## config.mk

```make
export PLATFORM = sky130hd
export DESIGN_NAME = spwm3h_index
export DESIGN_NICKNAME = d
export VERILOG_FILES = /design/src/rtl/core/spwm3h_pkg.sv /design/src/rtl/core/spwm3h_index.sv
export SDC_FILE = /design/constraint.sdc
export NUM_CORES = 1
export LEC_CHECK = 0
export ABC_CLOCK_PERIOD_IN_PS = 4300
export BUFFER_PORTS_ARGS = -buffer_cell sky130_fd_sc_hd__buf_2
export CAP_MARGIN = 0
export CORE_MARGIN = 2
export CORE_UTILIZATION = 40
export CTS_BUF_LIST = sky130_fd_sc_hd__clkbuf_4 sky130_fd_sc_hd__clkbuf_8
export DETAILED_ROUTE_END_ITERATION = 10
export PLACE_DENSITY_LB_ADDON = 0.3
export SYNTH_ARGS = -nofsm -noshare
export SYNTH_HDL_FRONTEND = slang
export SYNTH_SLANG_ARGS = --single-unit
```

## constraint.sdc

```tcl
create_clock -name clk -period 4.3 [get_ports clk]
set_input_delay 0 -clock clk [delete_from_list [all_inputs] [get_ports clk]]
set_output_delay 0 -clock clk [all_outputs]
set_load 0.005 [all_outputs]
```

## src/rtl/core/spwm3h_pkg.sv

```systemverilog
// ----------------------------------------------------------------------------
// spwm3h_pkg: shared types and constants of the three-phase SPWM core
// Table geometry, item codes, register indexes, datapath widths and the
// final duty offset and saturation step.
// ----------------------------------------------------------------------------
package spwm3h_pkg;

	// table geometry
	localparam int TABLE_LEN  = 1200;
	localparam int IDX_W      = $clog2(TABLE_LEN);
	localparam int I0_W       = $clog2(TABLE_LEN + 1);
	localparam int THIRD_TURN = TABLE_LEN / 3;

	// field widths
	localparam int PHASE_W = 32;
	localparam int SCALE_W = PHASE_W + I0_W;
	localparam int ADDR_W  = 11;
	localparam int VAL_W   = 16;
	localparam int K_W     = 16;
	localparam int DUTY_W  = 16;

	// item codes
	localparam logic [1:0] MODE_TICK = 2'd0;
	localparam logic [1:0] MODE_SINE = 2'd1;
	localparam logic [1:0] MODE_HARM = 2'd2;

	// register indexes and reset values
	localparam int CFG_IDX_W = 2;
	localparam logic [CFG_IDX_W-1:0] REG_PHASE_STEP  = 2'd0;
	localparam logic [CFG_IDX_W-1:0] REG_RECT_INDEX  = 2'd1;
	localparam logic [CFG_IDX_W-1:0] REG_DUTY_OFFSET = 2'd2;
	localparam logic [PHASE_W-1:0] PHASE_STEP_RST  = 32'd14316558;
	localparam logic [K_W-1:0]     RECT_INDEX_RST  = 16'd6554;
	localparam logic [DUTY_W-1:0]  DUTY_OFFSET_RST = 16'd1050;

	// duty datapath: k * (6s + h) / (3 * 2^15), truncated toward zero
	localparam int SUM_W       = 19;
	localparam int PROD_W      = 36;
	localparam int DIV_SHIFT   = 15;
	localparam int Q_W         = 19;
	localparam int RECIP_W     = 20;
	localparam logic [RECIP_W-1:0] RECIP_3 = 20'd699051;	// ceil(2^21 / 3)
	localparam int RECIP_SHIFT = 21;
	localparam int QUO_W       = 18;
	localparam int DSUM_W      = 20;
	localparam logic [DUTY_W-1:0] DUTY_MAX = 16'hFFFF;

	// stage load enables handed to the duty lanes
	typedef struct packed {
		logic ld_s4;
		logic ld_s5;
		logic ld_s6;
		logic ld_s7;
	} spwm3h_adv_t;

	// offset plus signed quotient, clamped to the compare range
	function automatic logic [DUTY_W-1:0] sat_duty(input logic [DUTY_W-1:0] offset,
			input logic [QUO_W-1:0] quo, input logic neg);
		logic signed [DSUM_W-1:0] term;
		logic signed [DSUM_W-1:0] d;
		term = signed'(DSUM_W'(quo));
		if (neg) begin
			term = -term;
		end
		d = signed'(DSUM_W'(offset)) + term;
		if (d[DSUM_W-1]) begin
			sat_duty = '0;
		end else if (d > signed'(DSUM_W'(DUTY_MAX))) begin
			sat_duty = DUTY_MAX;
		end else begin
			sat_duty = d[DUTY_W-1:0];
		end
	endfunction

endpackage

```

## src/rtl/core/spwm3h_index.sv

```systemverilog
// ----------------------------------------------------------------------------
// spwm3h_index: phase to table index
// Scales the phase to a rounded table index, registers it, then forms the
// three read addresses 120 degrees apart.
// ----------------------------------------------------------------------------
module spwm3h_index (
	input  logic                              clk,
	input  logic                              ld_s2,
	input  logic [spwm3h_pkg::PHASE_W-1:0]    phase_s1,
	output logic [spwm3h_pkg::IDX_W-1:0]      addr_a,
	output logic [spwm3h_pkg::IDX_W-1:0]      addr_b,
	output logic [spwm3h_pkg::IDX_W-1:0]      addr_c
);
	import spwm3h_pkg::*;

	localparam logic [SCALE_W-1:0] HALF_STEP = SCALE_W'(64'h8000_0000);

	logic [SCALE_W-1:0] scaled;
	logic [I0_W-1:0]    i0_s2;
	logic [I0_W-1:0]    base;
	logic [I0_W:0]      sum_b;
	logic [I0_W:0]      sum_c;

	// phase * TABLE_LEN, rounded to the nearest entry
	assign scaled = SCALE_W'(phase_s1) * SCALE_W'(TABLE_LEN) + HALF_STEP;

	always_ff @(posedge clk) begin
		if (ld_s2) begin
			i0_s2 <= scaled[SCALE_W-1:PHASE_W];
		end
	end

	// a full turn wraps to entry zero; other phases offset by a third turn
	always_comb begin
		base  = (i0_s2 >= I0_W'(TABLE_LEN)) ? '0 : i0_s2;
		sum_b = (I0_W+1)'(base) + (I0_W+1)'(THIRD_TURN);
		sum_c = (I0_W+1)'(base) + (I0_W+1)'(2 * THIRD_TURN);
		if (sum_b >= (I0_W+1)'(TABLE_LEN)) begin
			sum_b = sum_b - (I0_W+1)'(TABLE_LEN);
		end
		if (sum_c >= (I0_W+1)'(TABLE_LEN)) begin
			sum_c = sum_c - (I0_W+1)'(TABLE_LEN);
		end
	end

	assign addr_a = base[IDX_W-1:0];
	assign addr_b = sum_b[IDX_W-1:0];
	assign addr_c = sum_c[IDX_W-1:0];

endmodule

```

# After elaboration in Yosys (flattened, before gate mapping)
# Index checks and enable logic that the tools add are counted.
# Widths: inputs -> output; s select.
[totals] regBits=11 in_bits=34 output_inout_bits=33 elab_cells=13
[classes] addsub=5 multipliers=1 magnitude_cmp=3 muxes=3
[ops] cell="$add 43x32->43 const B" n=1
[ops] cell="$mul 32x7->39 const B" n=1
[ops] cell="$mux 11" n=3
[ops] cell="$ge 12x11->1 const B" n=2
[ops] cell="$sub 11x11->11 const B" n=2
[ops] cell="$add 11x10->12 const B" n=1
[ops] cell="$add 11x9->12 const B" n=1
[ops] cell="$ge 11x11->1 const B" n=1

# Logic depth before layout (Yosys ltp)
[depth] depth_word=5 mapped_depth=18 depth_no_buf=17

# Worst setup path after synthesis
# Ideal clock, no wire load.
[synth_timing] kind="input -> register" start="in phase_s1[21] (netlist name)" end="reg i0_s2[10] (data pin)" setup_time_ns=0.262 arrival_time_ns=3.971 required_time_ns=4.038 slack_ns=0.066 cell_stages=16 n_path_buf=0 path_cell_list="ha_1 ha_1 fa_1 inv_1 fa_1 inv_1 ha_1 o21ai_0 nand2b_1 a311oi_1 nand3_2 a221oi_1 xnor2_1 and4_4 o2111ai_1 mux2_1"
[synth_between] elab_chain_cells=2
[synth_rtl] element="from (decl)" line="spwm3h_index.sv:9" source="input logic [spwm3h_pkg::PHASE_W-1:0] phase_s1,"
[synth_rtl] element="$mul 32x7->39" line="spwm3h_index.sv:25" source="assign scaled = SCALE_W'(phase_s1) * SCALE_W'(TABLE_LEN) + HALF_STEP;"
[synth_rtl] element="$add 43x32->43" line="spwm3h_index.sv:25"
[synth_rtl] element="via scaled[42]" line="spwm3h_index.sv:18" source="logic [SCALE_W-1:0] scaled;"
[synth_rtl] element="to (signal assigned)" line="spwm3h_index.sv:29" source="i0_s2 <= scaled[SCALE_W-1:PHASE_W];"
[synth_rtl] element="to (decl)" line="spwm3h_index.sv:19" source="logic [I0_W-1:0] i0_s2;"
# The timed path passes the listed nets, and every way through them passes these cells.
# A chain may end at the register's enable or synchronous reset.

# Worst setup path after layout
[layout_timing] start="in phase_s1[14] (netlist name)" end="reg i0_s2[10] (data pin)"
# Same word-level chain as after synthesis.

==> results.txt <==
The flow ran to the end, and the final reports show no timing, DRC or antenna violations. Number of DRC markers in iteration 0: 150. TritonCTS built the clock tree. The run gives 4684 as the number of global-route vias before repair. The final HPWL from detailed placement was 10.3 mm; the maximum clock frequency was 241 MHz. The number of ports placed on the die boundary was 67; the final non-filler cell total was 940. In the final design database the tool counted 970 nets. The largest net degree at the start of global routing was 12.

Across the run, the number of max-cap violations was 0. Global routing consumed, over all layers together, 16.4% of the routing resources. For the number of cells in the design after placement, the log shows 929. Clock tree synthesis selected as its root buffer the cell sky130_fd_sc_hd__clkbuf_8. The number of hold violations in the final report came out at 0. The die is 118 um tall. The required arrival time at the worst endpoint is 4.27 ns, and the area taken by flip-flops and latches is 330 um2. The library cell used most frequently in the layout, excluding fill and tap cells, is sky130_fd_sc_hd__inv_1. The area of the core region was 12600 um2.

The routability-driven placement congestion ratio came out at 0.888. In this run the worst hold path is classified as input port to flip-flop. The total number of H-tree levels was 1; the placed cell area was 6340 um2. Summing internal, switching and leakage power gives 0.00394 W. Largest register by flop count: i0_s2. The count of flip-flops with a built-in enable after synthesis is 11. The tools report the hold-fix buffer count after cts as 0. The distinct cell type count after synthesis came out at 55. Number of pins with negative max-slew slack in the final report: 0.

The cell row count was 41; the number of flip-flops under the largest register name was 11. For the post-route cell area, the log shows 7070 um2. The mapped netlist covers 5160 um2.

Walking the worst path, the cells encountered are buf_2, ha_1, ha_1, fa_1, inv_1, fa_1, inv_1, ha_1, nand4_1, nor3_2, o211ai_1, nand3_4, buf_6, xor2_2, and3_4, and4_4, o2111ai_1, mux2_1. STA classifies the critical path startpoint as an input port. The endpoint type of the worst setup path is a flip-flop. Data arrival time of the worst path: 4.11 ns.

Timing analysis after detailed placement gives a worst setup slack of -0.433 ns. The slowest stage of the critical path is the sky130_fd_sc_hd__fa_1 cell. Final routed wire length divided by cell count: 12.8 um.

The post-synthesis async set-or-reset flop share is 0%, and the horizontal extent of the die is 118 um. In this run the static leakage power is 3.59 nW. The logs give 65.0% for the worst slew slack as a fraction of its limit and 12.0 mm for the overall routed net length. The biggest cell delay along the critical path was 0.54 ns.

The multi-input combinational cells in the finished layout cover a total of 4830 um2. The diode insertion count for antenna repair is 0. The tree built by TritonCTS fans out to 11 sinks. In the global route stage, met1 resource usage came out at 19.9%. Dividing the detail-routed via count by the number of cells gives 4.95.

For this run, design rule violations remaining after detail routing come to 0. Buffer levels on the longest clock path: 2. The category of the most critical setup path is input port to flip-flop. Dividing total power by cell area gives a power density of 557 nW/um2.

For the pin with the worst max-slew slack, the measured transition is 0.521 ns. The layout-stage area growth over the synthesis result came out at 37.1%. The clock period minus final worst setup slack works out to 4.14 ns.

The clock-pin slew of the registers on the worst-case setup and hold paths works out to 0.05 ns. Counting every instance in the synthesized netlist gives 608. Setup slack closes at 0.157 ns. Most common flop cell mapped by yosys: sky130_fd_sc_hd__edfxtp_1. Clock tree synthesis inserted a total of 3 buffers.

The first global-routing pass estimated 19.8 mm of wire. In this run the most used layer during global routing was met2. For this run, the number of Yosys warnings is 0.

The tools report the number of setup violations in the final report as 0. The number of vias after detailed routing is 4654. The die covers 13800 um2.

Synthesis inferred 11 register bits. Sequential cells were found to cover 6.40% of the synthesized design area. The remaining global-route overflow was 0.

The run gives 0.872% as the routing usage on met3. Synthesis produced a netlist with a net count of 809. After layout, the worst path uses 96.3% of the clock period.

The detail route stage leaves a number of antenna-violating nets equal to 0. The fraction of the core area covered by cells at the end of the flow was 56.0%; the post-synthesis area per instance was 8.48 um2. The run gives 0 as the number of antenna violations at the first check in global routing.

Fill cells in the final layout number 1139. The fraction of layout cells with a size suffix above 1 was 33.1%; the met2 routing resource usage after global routing was 32.7%. The largest fanout of any net on the critical path was 4; the starting utilization of the core area was 40.9%. Among the stages of the critical path, the cell type that occurs most often is sky130_fd_sc_hd__ha_1.

During placement, the flow inserted port buffers numbering 66. The largest registers in the layout are i0_s2 (11). The first detailed-routing pass took 4 iterations. In the layout the commonest cells are 147 x sky130_fd_sc_hd__inv_1, 100 x sky130_fd_sc_hd__buf_4, 79 x sky130_fd_sc_hd__ha_1, 66 x sky130_fd_sc_hd__buf_2, 54 x sky130_fd_sc_hd__fa_1. The peak supply drop was 249 uV.
==> power by group <==
group	switching [W]	internal, W	leakage (nW)
logic	0.00180	0.00180	3.46
clock network	0.0000325	0.0000708	0.0262
registers	0.0000322	0.000213	0.107
total	0.00186	0.00208	3.59
==> synth_stat cells, types with 7 or more instances <==
cell type | count | share of area [%]
sky130_fd_sc_hd__ha_1 | 113 | 27
sky130_fd_sc_hd__o211ai_1 | 10 | 1.5
sky130_fd_sc_hd__buf_4 | 8 | 1.2
sky130_fd_sc_hd__nand2_1 | 36 | 2.6
sky130_fd_sc_hd__inv_1 | 147 | 11
sky130_fd_sc_hd__nor2_1 | 32 | 2.3
sky130_fd_sc_hd__and2_1 | 7 | 0.85
sky130_fd_sc_hd__a211oi_1 | 8 | 1.2
sky130_fd_sc_hd__a21oi_1 | 34 | 3.3
sky130_fd_sc_hd__nand3_1 | 12 | 1.2
sky130_fd_sc_hd__xor2_1 | 8 | 1.4
sky130_fd_sc_hd__fa_1 | 54 | 21
sky130_fd_sc_hd__o21ai_0 | 17 | 1.6
sky130_fd_sc_hd__a21o_1 | 11 | 1.6
sky130_fd_sc_hd__edfxtp_1 | 11 | 6.4
sky130_fd_sc_hd__nor3_1 | 10 | 0.97
sky130_fd_sc_hd__xnor2_1 | 23 | 3.9
==> final timing paths <==
| path | cells past startpoint | to | startpoint | slack, ns |
|---|---|---|---|---|
| max | 18 | i0_s2[10]$_DFFE_PP_ | phase_s1[14] | 0.16 |
| min | 1 | i0_s2[9]$_DFFE_PP_ | ld_s2 | 0.15 |
==> critical path: cells and delay by family <==
kind / cells / cell delay (ns)
adder cells (fa/ha/maj): 5 / 1.99
AND/OR/NAND/NOR: 5 / 0.99
buffers and inverters: 4 / 0.35
multiplexers: 1 / 0.34
AO/OA/AOI/OAI: 2 / 0.31
XOR/XNOR: 1 / 0.14
==> repair_timing <==
action                                  in CTS  in global routing
buffers inserted                             1                  6
endpoints found under the setup margin       6                  6
resized for setup                            9                 70
pin swaps                                    6                 29
==> through the flow <==
step | TNS [ns] | hold slack, ns
floorplan | 0 | 0.112
global placement | -1.96 | 0.376
detailed placement | -2.18 | 0.384
CTS | 0 | 0.147
global route | -0.0370 | 0.152
finish | 0 | 0.149
==> cell families after synthesis <==
logic type,synth area share [%]
AND/OR/NAND/NOR,12.9
XOR/XNOR,6.21
flip-flops,6.40
buffers and inverters,12.2
AO/OA/AOI/OAI,13.7
multiplexers,0.218
adder cells (fa/ha/maj),48.4
==> metal layers <==
metal | part of all wire [%] | vias to the layer above
met5 | 0 | -
met4 | 0.63 | 0
met3 | 2.3 | 8
met2 | 54 | 71
met1 | 43 | 2236
li1 | - | 2339
==> area by class of cell <==
class                      count  area share (%)
clock buffer                   4           0.690
inverter                     148            7.86
tap                          172            3.04
sequential                    11            4.67
multi-input combinational    438            68.3
timing repair buffer         167            15.4
No activity file was read; power rests on OpenSTA's default activity.
