--- src/rtl/core/spwm3h_pkg.sv ---
// ----------------------------------------------------------------------------
// spwm3h_pkg: shared types and constants of the three-phase SPWM core
// Table geometry, item codes, register indexes, datapath widths and the
// final duty offset and saturation step.
// ----------------------------------------------------------------------------
package spwm3h_pkg;

	// table geometry
	localparam int TABLE_LEN  = 1200;
	localparam int IDX_W      = $clog2(TABLE_LEN);
	localparam int I0_W       = $clog2(TABLE_LEN + 1);
	localparam int THIRD_TURN = TABLE_LEN / 3;

	// field widths
	localparam int PHASE_W = 32;
	localparam int SCALE_W = PHASE_W + I0_W;
	localparam int ADDR_W  = 11;
	localparam int VAL_W   = 16;
	localparam int K_W     = 16;
	localparam int DUTY_W  = 16;

	// item codes
	localparam logic [1:0] MODE_TICK = 2'd0;
	localparam logic [1:0] MODE_SINE = 2'd1;
	localparam logic [1:0] MODE_HARM = 2'd2;

	// register indexes and reset values
	localparam int CFG_IDX_W = 2;
	localparam logic [CFG_IDX_W-1:0] REG_PHASE_STEP  = 2'd0;
	localparam logic [CFG_IDX_W-1:0] REG_RECT_INDEX  = 2'd1;
	localparam logic [CFG_IDX_W-1:0] REG_DUTY_OFFSET = 2'd2;
	localparam logic [PHASE_W-1:0] PHASE_STEP_RST  = 32'd14316558;
	localparam logic [K_W-1:0]     RECT_INDEX_RST  = 16'd6554;
	localparam logic [DUTY_W-1:0]  DUTY_OFFSET_RST = 16'd1050;

	// duty datapath: k * (6s + h) / (3 * 2^15), truncated toward zero
	localparam int SUM_W       = 19;
	localparam int PROD_W      = 36;
	localparam int DIV_SHIFT   = 15;
	localparam int Q_W         = 19;
	localparam int RECIP_W     = 20;
	localparam logic [RECIP_W-1:0] RECIP_3 = 20'd699051;	// ceil(2^21 / 3)
	localparam int RECIP_SHIFT = 21;
	localparam int QUO_W       = 18;
	localparam int DSUM_W      = 20;
	localparam logic [DUTY_W-1:0] DUTY_MAX = 16'hFFFF;

	// stage load enables handed to the duty lanes
	typedef struct packed {
		logic ld_s4;
		logic ld_s5;
		logic ld_s6;
		logic ld_s7;
	} spwm3h_adv_t;

	// offset plus signed quotient, clamped to the compare range
	function automatic logic [DUTY_W-1:0] sat_duty(input logic [DUTY_W-1:0] offset,
			input logic [QUO_W-1:0] quo, input logic neg);
		logic signed [DSUM_W-1:0] term;
		logic signed [DSUM_W-1:0] d;
		term = signed'(DSUM_W'(quo));
		if (neg) begin
			term = -term;
		end
		d = signed'(DSUM_W'(offset)) + term;
		if (d[DSUM_W-1]) begin
			sat_duty = '0;
		end else if (d > signed'(DSUM_W'(DUTY_MAX))) begin
			sat_duty = DUTY_MAX;
		end else begin
			sat_duty = d[DUTY_W-1:0];
		end
	endfunction

endpackage

--- src/rtl/core/spwm3h_duty.sv ---
// ----------------------------------------------------------------------------
// spwm3h_duty: compare values of one phase
// Four stages from the table words to the inverter and rectifier duties:
// mix, scale, magnitude and shift, reciprocal divide by three and clamp.
// ----------------------------------------------------------------------------
module spwm3h_duty (
	input  logic                                  clk,
	input  spwm3h_pkg::spwm3h_adv_t               adv,
	input  logic signed [spwm3h_pkg::VAL_W-1:0]   sine_s3,
	input  logic signed [spwm3h_pkg::VAL_W-1:0]   harm_s3,
	input  logic [spwm3h_pkg::K_W-1:0]            kinv_s3,
	input  logic [spwm3h_pkg::K_W-1:0]            krec_s3,
	input  logic [spwm3h_pkg::DUTY_W-1:0]         duty_offset,
	output logic [spwm3h_pkg::DUTY_W-1:0]         duty_inv,
	output logic [spwm3h_pkg::DUTY_W-1:0]         duty_rec
);
	import spwm3h_pkg::*;

	// lane 0 inverter, lane 1 rectifier
	logic signed [SUM_W-1:0]       sum_s4;
	logic [K_W-1:0]                k_s4    [2];
	logic signed [PROD_W-1:0]      prod_s5 [2];
	logic [PROD_W-1:0]             mag     [2];
	logic [Q_W-1:0]                q_s6    [2];
	logic                          neg_s6  [2];
	logic [Q_W+RECIP_W-1:0]        recip   [2];
	logic [DUTY_W-1:0]             duty_s7 [2];

	// 6s + h
	always_ff @(posedge clk) begin
		if (adv.ld_s4) begin
			sum_s4  <= (SUM_W'(sine_s3) <<< 2) + (SUM_W'(sine_s3) <<< 1) + SUM_W'(harm_s3);
			k_s4[0] <= kinv_s3;
			k_s4[1] <= krec_s3;
		end
	end

	// scale by the modulation index
	always_ff @(posedge clk) begin
		if (adv.ld_s5) begin
			for (int l = 0; l < 2; l++) begin
				prod_s5[l] <= $signed({1'b0, k_s4[l]}) * sum_s4;
			end
		end
	end

	// magnitude, divide by 2^15
	always_comb begin
		for (int l = 0; l < 2; l++) begin
			mag[l] = prod_s5[l][PROD_W-1] ? PROD_W'(-prod_s5[l]) : PROD_W'(prod_s5[l]);
		end
	end

	always_ff @(posedge clk) begin
		if (adv.ld_s6) begin
			for (int l = 0; l < 2; l++) begin
				q_s6[l]   <= mag[l][DIV_SHIFT+Q_W-1:DIV_SHIFT];
				neg_s6[l] <= prod_s5[l][PROD_W-1];
			end
		end
	end

	// divide by three through the reciprocal, restore sign, offset, clamp
	always_comb begin
		for (int l = 0; l < 2; l++) begin
			recip[l] = (Q_W+RECIP_W)'(q_s6[l]) * (Q_W+RECIP_W)'(RECIP_3);
		end
	end

	always_ff @(posedge clk) begin
		if (adv.ld_s7) begin
			for (int l = 0; l < 2; l++) begin
				duty_s7[l] <= sat_duty(duty_offset,
					recip[l][RECIP_SHIFT+QUO_W-1:RECIP_SHIFT], neg_s6[l]);
			end
		end
	end

	assign duty_inv = duty_s7[0];
	assign duty_rec = duty_s7[1];

endmodule

--- config.mk ---
export PLATFORM = sky130hd
export DESIGN_NAME = spwm3h_duty
export DESIGN_NICKNAME = d
export VERILOG_FILES = /design/src/rtl/core/spwm3h_pkg.sv /design/src/rtl/core/spwm3h_duty.sv
export SDC_FILE = /design/constraint.sdc
export NUM_CORES = 2
export LEC_CHECK = 0
export ABC_AREA = 1
export BUFFER_PORTS_ARGS = -buffer_cell sky130_fd_sc_hd__buf_2
export CAP_MARGIN = 20
export CORE_MARGIN = 2
export CORE_UTILIZATION = 35
export DETAILED_ROUTE_END_ITERATION = 12
export HOLD_SLACK_MARGIN = 0.08
export MAX_ROUTING_LAYER = met4
export PLACE_DENSITY = 0.58
export SYNTH_ARGS = -nofsm -noshare
export SYNTH_HDL_FRONTEND = slang
export SYNTH_SLANG_ARGS = --single-unit
--- constraint.sdc ---
create_clock -name clk -period 9.8 [get_ports clk]
set_clock_uncertainty 0.2 [all_clocks]
set_input_delay 1.96 -clock clk [delete_from_list [all_inputs] [get_ports clk]]
set_output_delay 1.96 -clock clk [all_outputs]
set_load 0.01 [all_outputs]
---- Yosys cells after proc, flatten, opt, wreduce, memory -nomap -nowiden ----
Memory sizes are Yosys's and may differ from the RTL's.
Index checks and enable logic that the tools add are counted.
storage, ports and cells
  memory bits (writable) .................. 176
  input bits .............................. 85
  output and inout bits ................... 32
  logic and storage cells ................. 40
  memories ................................ 5
  flip-flop bits (word level) ............. 19
memories
  name     depth  width  read ports  clocked after Yosys merged registers in  wr ports  RTL line           source
  prod_s5  2      36     2           0                                        2         spwm3h_duty.sv:22  logic signed [PROD_W-1:0] prod_s5 [2];
  q_s6     2      19     2           0                                        2         spwm3h_duty.sv:24  logic [Q_W-1:0] q_s6 [2];
  duty_s7  2      16     2           0                                        2         spwm3h_duty.sv:27  logic [DUTY_W-1:0] duty_s7 [2];
  k_s4     2      16     2           0                                        2         spwm3h_duty.sv:21  logic [K_W-1:0] k_s4 [2];
  neg_s6   2      1      2           0                                        2         spwm3h_duty.sv:25  logic neg_s6 [2];
cells by class
  multiplexer cells ....................... 20
  add/subtract/negate cells ............... 8
  multiply operators ...................... 4
  order comparisons ....................... 2
operators by type and width
  kind                                                                                number
  16-bit two-way mux                                                                  6
  20-bit two-way mux                                                                  4
  19-bit by 20-bit multiplier with 39-bit output (second input constant)              2
  17-bit by 19-bit multiplier with 36-bit output                                      2
  34-bit two-way mux                                                                  2
  34-bit negation                                                                     2
  17-bit by 20-bit adder with 20-bit output                                           2
  20-bit by 17-bit greater-than comparator with 1-bit output (second input constant)  2
  18-bit negation with 20-bit output                                                  2
  18-bit by 17-bit adder with 19-bit output                                           1
  19-bit by 16-bit adder with 19-bit output                                           1
  1-bit two-way mux                                                                   8

---- Longest topological paths before layout ----
An unclocked memory read counts as a cell.
  depth in word-level cells ............... 10
  depth in mapped cells ................... 45
  depth with buffers taken out ............ 44

---- Worst setup path before layout ----
OpenSTA, ideal clock, no wires.
  kind .................................... register to register
  start point ............................. memory q_s6[1][6] (netlist: q_s6[0][25])
  end point ............................... memory duty_s7[1][5] (netlist: duty_s7[0][21]) (data pin)
  path buffers ............................ 1
  path slack .............................. 2.055 ns
  cell stages (with the launch flop) ...... 39
  arrival ................................. 7.293 ns
  required time ........................... 9.348 ns
  library setup time ...................... 0.252 ns
  cells stage by stage .................... edfxtp_1 > ha_1 > fa_1 > inv_1 > fa_1 > fa_1 > inv_1 > fa_1 > inv_1 > fa_1 > inv_1 > ha_1 > nand2_1 > nor2_1 > nand2_1 > nor2_2 > nand2_1 > nand4_1 > [3 not listed] > nor2_2 > nor2_1 > xor2_1 > inv_1 > ha_1 > nand2_1 > o211ai_1 > a21boi_0 > o21bai_1 > a31oi_1 > o21ai_0 > a21o_1 > nand3_2 > nand2_2 > nand3_4 > buf_6 > nor2_1 > nor2_1
RTL lines
  element      RTL line
  from (decl)  spwm3h_duty.sv:24
  to (decl)    spwm3h_duty.sv:27

==> flow_metrics.py <==
metrics = {
    "grt": {
        "grt_use_total_pct": 17.0,
        "antenna_found_initial": 5,
        "grt_remaining_overflow": 0,
        "global_route_wire_length_before_repair_um": 181000,
        "maximum_number_of_pins_on_one_net_before_global_route_repair": 70,
        "first_global_vias": 35300,
    },
    "setup_path": {
        "critPathArrivalTime_ns": 8.72,
        "worst-setup-path-type": "reg -> reg",
        "cp_max_fo": 16,
        "end_kind": "flip-flop",
        "setup.reg_to_reg.worst_slack_ns": 1.13,
        "cp.depth": 39,
        "critical_path_required_time_ns": 9.85,
        "timing.critical_path.mode_cell": "nand2_1",
        "critical_path_max_stage_delay_ns": 0.64,
        "timing.critical_path.from_type": "flip-flop",
        "critPathSlowestCell": "fa_1",
        "reg2reg_to": "duty_s7[0][6]",
        "critical_path.reg2reg.startpoint": "q_s6[0][4]",
        "reg2reg_depth": 39,
        "critPathTopFamily": "adder cells",
        "crit_buf_inv": 3,
    },
    "clock_tree": {
        "htree_levels": 4,
        "cts_setup_buffers": 0,
        "clock_buffers_created_by_tritoncts": 17,
        "cts_tree": "yes",
        "clock_tree.root_cell": "clkbuf_16",
        "cts_sinks": 193,
        "cts.path.max_buffers": 2,
        "cts.hold.buffers_added": 0,
        "worst_setup_hold_path_clk_slew_ns": 0.08,
        "post_cts_resized": 0,
        "clkLatencyLatePin_ns": 0.53,
    },
    "drt": {
        "post_drt_via_cell_ratio": 4.51,
        "postRouteAntennaNets": 0,
        "route.vias.total": 33900,
        "detail_route.wl_per_cell_um": 14.4,
        "drc": 0,
        "route.final.wire_length_um": 108000,
        "drt_iter0_drc": 1790,
        "dr.pass1.iters": 6,
    },
    "sta": {
        "timing.max_slew.rel_slack_pct": 27.8,
        "final_min_period_over_clock_period_pct": 88.5,
        "time_the_final_worst_path_needs_with_i_o_delays_and_setup_ns": 8.67,
        "report.final.slew_viol_count": 0,
        "worst-slew-pin-transition_ns": 1.08,
        "grt_setup_unrepaired": "false",
        "setup-tns-final_ns": 0,
        "setup-violations-final": 0,
        "achievable-frequency_mhz": 115,
        "hold_viol_final": 0,
    },
    "final_layout": {
        "regArea_um2": 5800,
        "final_layout_fill_cell_count": 13500,
        "share_of_post_route_cells_with_drive_strength_above_1_pct": 4.71,
        "finish.net_count": 7152,
        "multi_input_area_um2": 33800,
        "area_growth_pct": 6.79,
    },
    "synthesis": {
        "async_reset_ff_share_pct": 0,
        "yosys-top-cells-area": "fa_1 36%, inv_1 14%, ha_1 13%",
        "yosysTopAreaCell": "fa_1",
        "syn-cell-area_um2": 46500,
        "most_common_cell_in_the_synthesized_netlist": "inv_1",
        "synth_cells": 5698,
        "mean_post_synth_cell_area_um2": 8.17,
        "syn_nets": 7114,
        "yosys_most_used_dff": "edfxtp_1",
        "post_synth_num_cell_types": 45,
        "synthTopCellsByCount": "1702 x inv_1, 1328 x nand2_1, 834 x fa_1, 497 x ha_1, 218 x nor2_1",
        "postSynthRegisterBits": 193,
        "synth_top_cell_area_share_pct": 35.9,
        "synth-edff-count": 193,
        "synth-warning-count": 0,
        "synth.yosys.seq_area_share_pct": 12.5,
    },
    "run_status": {
        "run_status": "finished clean",
    },
    "placement": {
        "gpl.final_weighted_congestion": 0.927,
        "numPortBuffers": 116,
        "hpwl_um": 93700,
    },
    "die": {
        "floorplan.die.height_um": 369,
        "dieWidth_um": 369,
        "io-pin-count": 117,
        "fp.coreArea_um2": 132000,
        "start_util_pct": 35.3,
        "placementRows": 133,
        "die_area_um2": 136000,
    },
    "min_path": {
        "worst_hold_path_type": "reg -> reg",
        "hold_path_depth": 1,
        "hold_path_end": "q_s6[0][0]",
        "hold_path.startpoint": "prod_s5[0][15]",
    },
    "run": {
        "maxCapViolations": 0,
    },
}
==> final cells by class <==
| type | instances | area share [%] |
|---|---|---|
| sequential | 193 | 11.7 |
| antenna | 4 | 0.0201 |
| multi-input combinational | 3664 | 68.0 |
| clock inverter | 15 | 0.423 |
| timing repair buffer | 149 | 1.67 |
| inverter | 1711 | 12.9 |
| tap | 1755 | 4.42 |
| clock buffer | 17 | 0.856 |
==> sequential cells by signal, indices dropped and copies added (netlist names) <==
| register | count |
|---|---|
| duty_s7 | 32 |
| k_s4 | 32 |
| neg_s6 | 2 |
| prod_s5 | 70 |
| q_s6 | 38 |
| sum_s4 | 19 |
==> through the flow <==
step	instances	hold WS (ns)	util [%]	setup WS, ns	cell area, um^2
floorplan	5698	0.265	-	2.06	46500
global placement	7472	0.353	37.3	1.25	49000
detailed placement	7472	0.366	37.3	1.12	49000
CTS	7504	0.384	37.7	1.10	49700
global route	7508	0.413	37.7	0.499	49700
finish	7508	0.386	37.7	1.13	49700
==> kinds of logic after synthesis <==
group	count (synthesis)	share of synthesized area, %
buffers and inverters	1841	14.9
flip-flops	193	12.5
adder cells (fa/ha/maj)	1331	49.2
XOR/XNOR	189	3.56
AND/OR/NAND/NOR	1796	15.6
AO/OA/AOI/OAI	348	4.23
==> routing by layer <==
layer | routed length, um | track usage, %
met5 | 0 | -
met4 | 1610 | 3.34
met3 | 3570 | 1.90
met2 | 49900 | 27.2
met1 | 52800 | 23.3
==> placed cells by master, fill, tap and decap left out, types with 3 or more instances in the layout <==
master,count
a211oi_1,7
a21boi_0,6
a21o_1,7
a21oi_1,189
a21oi_2,10
a31oi_1,9
and2_1,3
buf_2,115
buf_4,34
clkbuf_16,17
clkinv_8,6
diode_2,4
edfxtp_1,193
fa_1,834
ha_1,497
inv_1,1702
inv_2,9
inv_6,3
nand2_1,1328
nand2_2,20
nand3_1,114
nand3_2,9
nand3b_1,5
nand4_1,22
nor2_1,218
nor2_2,26
nor3_1,31
nor3_2,3
nor4_1,6
o211ai_1,5
o21a_1,7
o21ai_0,70
o21ai_1,6
o21ai_2,3
o21bai_1,19
o221ai_1,3
o31ai_1,4
or2_2,5
xnor2_1,67
xor2_1,122
==> worst max path at each step <==
| stage | start | slack (ns) | endpoint |
|---|---|---|---|
| after floorplan | q_s6[0][25] | 2.06 | duty_s7[0][21] |
| after global placement | q_s6[0][6] | 1.25 | duty_s7[0][4] |
| after detailed placement | q_s6[0][4] | 1.12 | duty_s7[0][6] |
| after CTS | q_s6[0][4] | 1.10 | duty_s7[0][6] |
| after global routing | q_s6[0][6] | 0.50 | duty_s7[0][6] |
| final | q_s6[0][4] | 1.13 | duty_s7[0][6] |
Power is not shown: default switching activity piles up to over one toggle a cycle in this logic, so the estimate is an artifact.
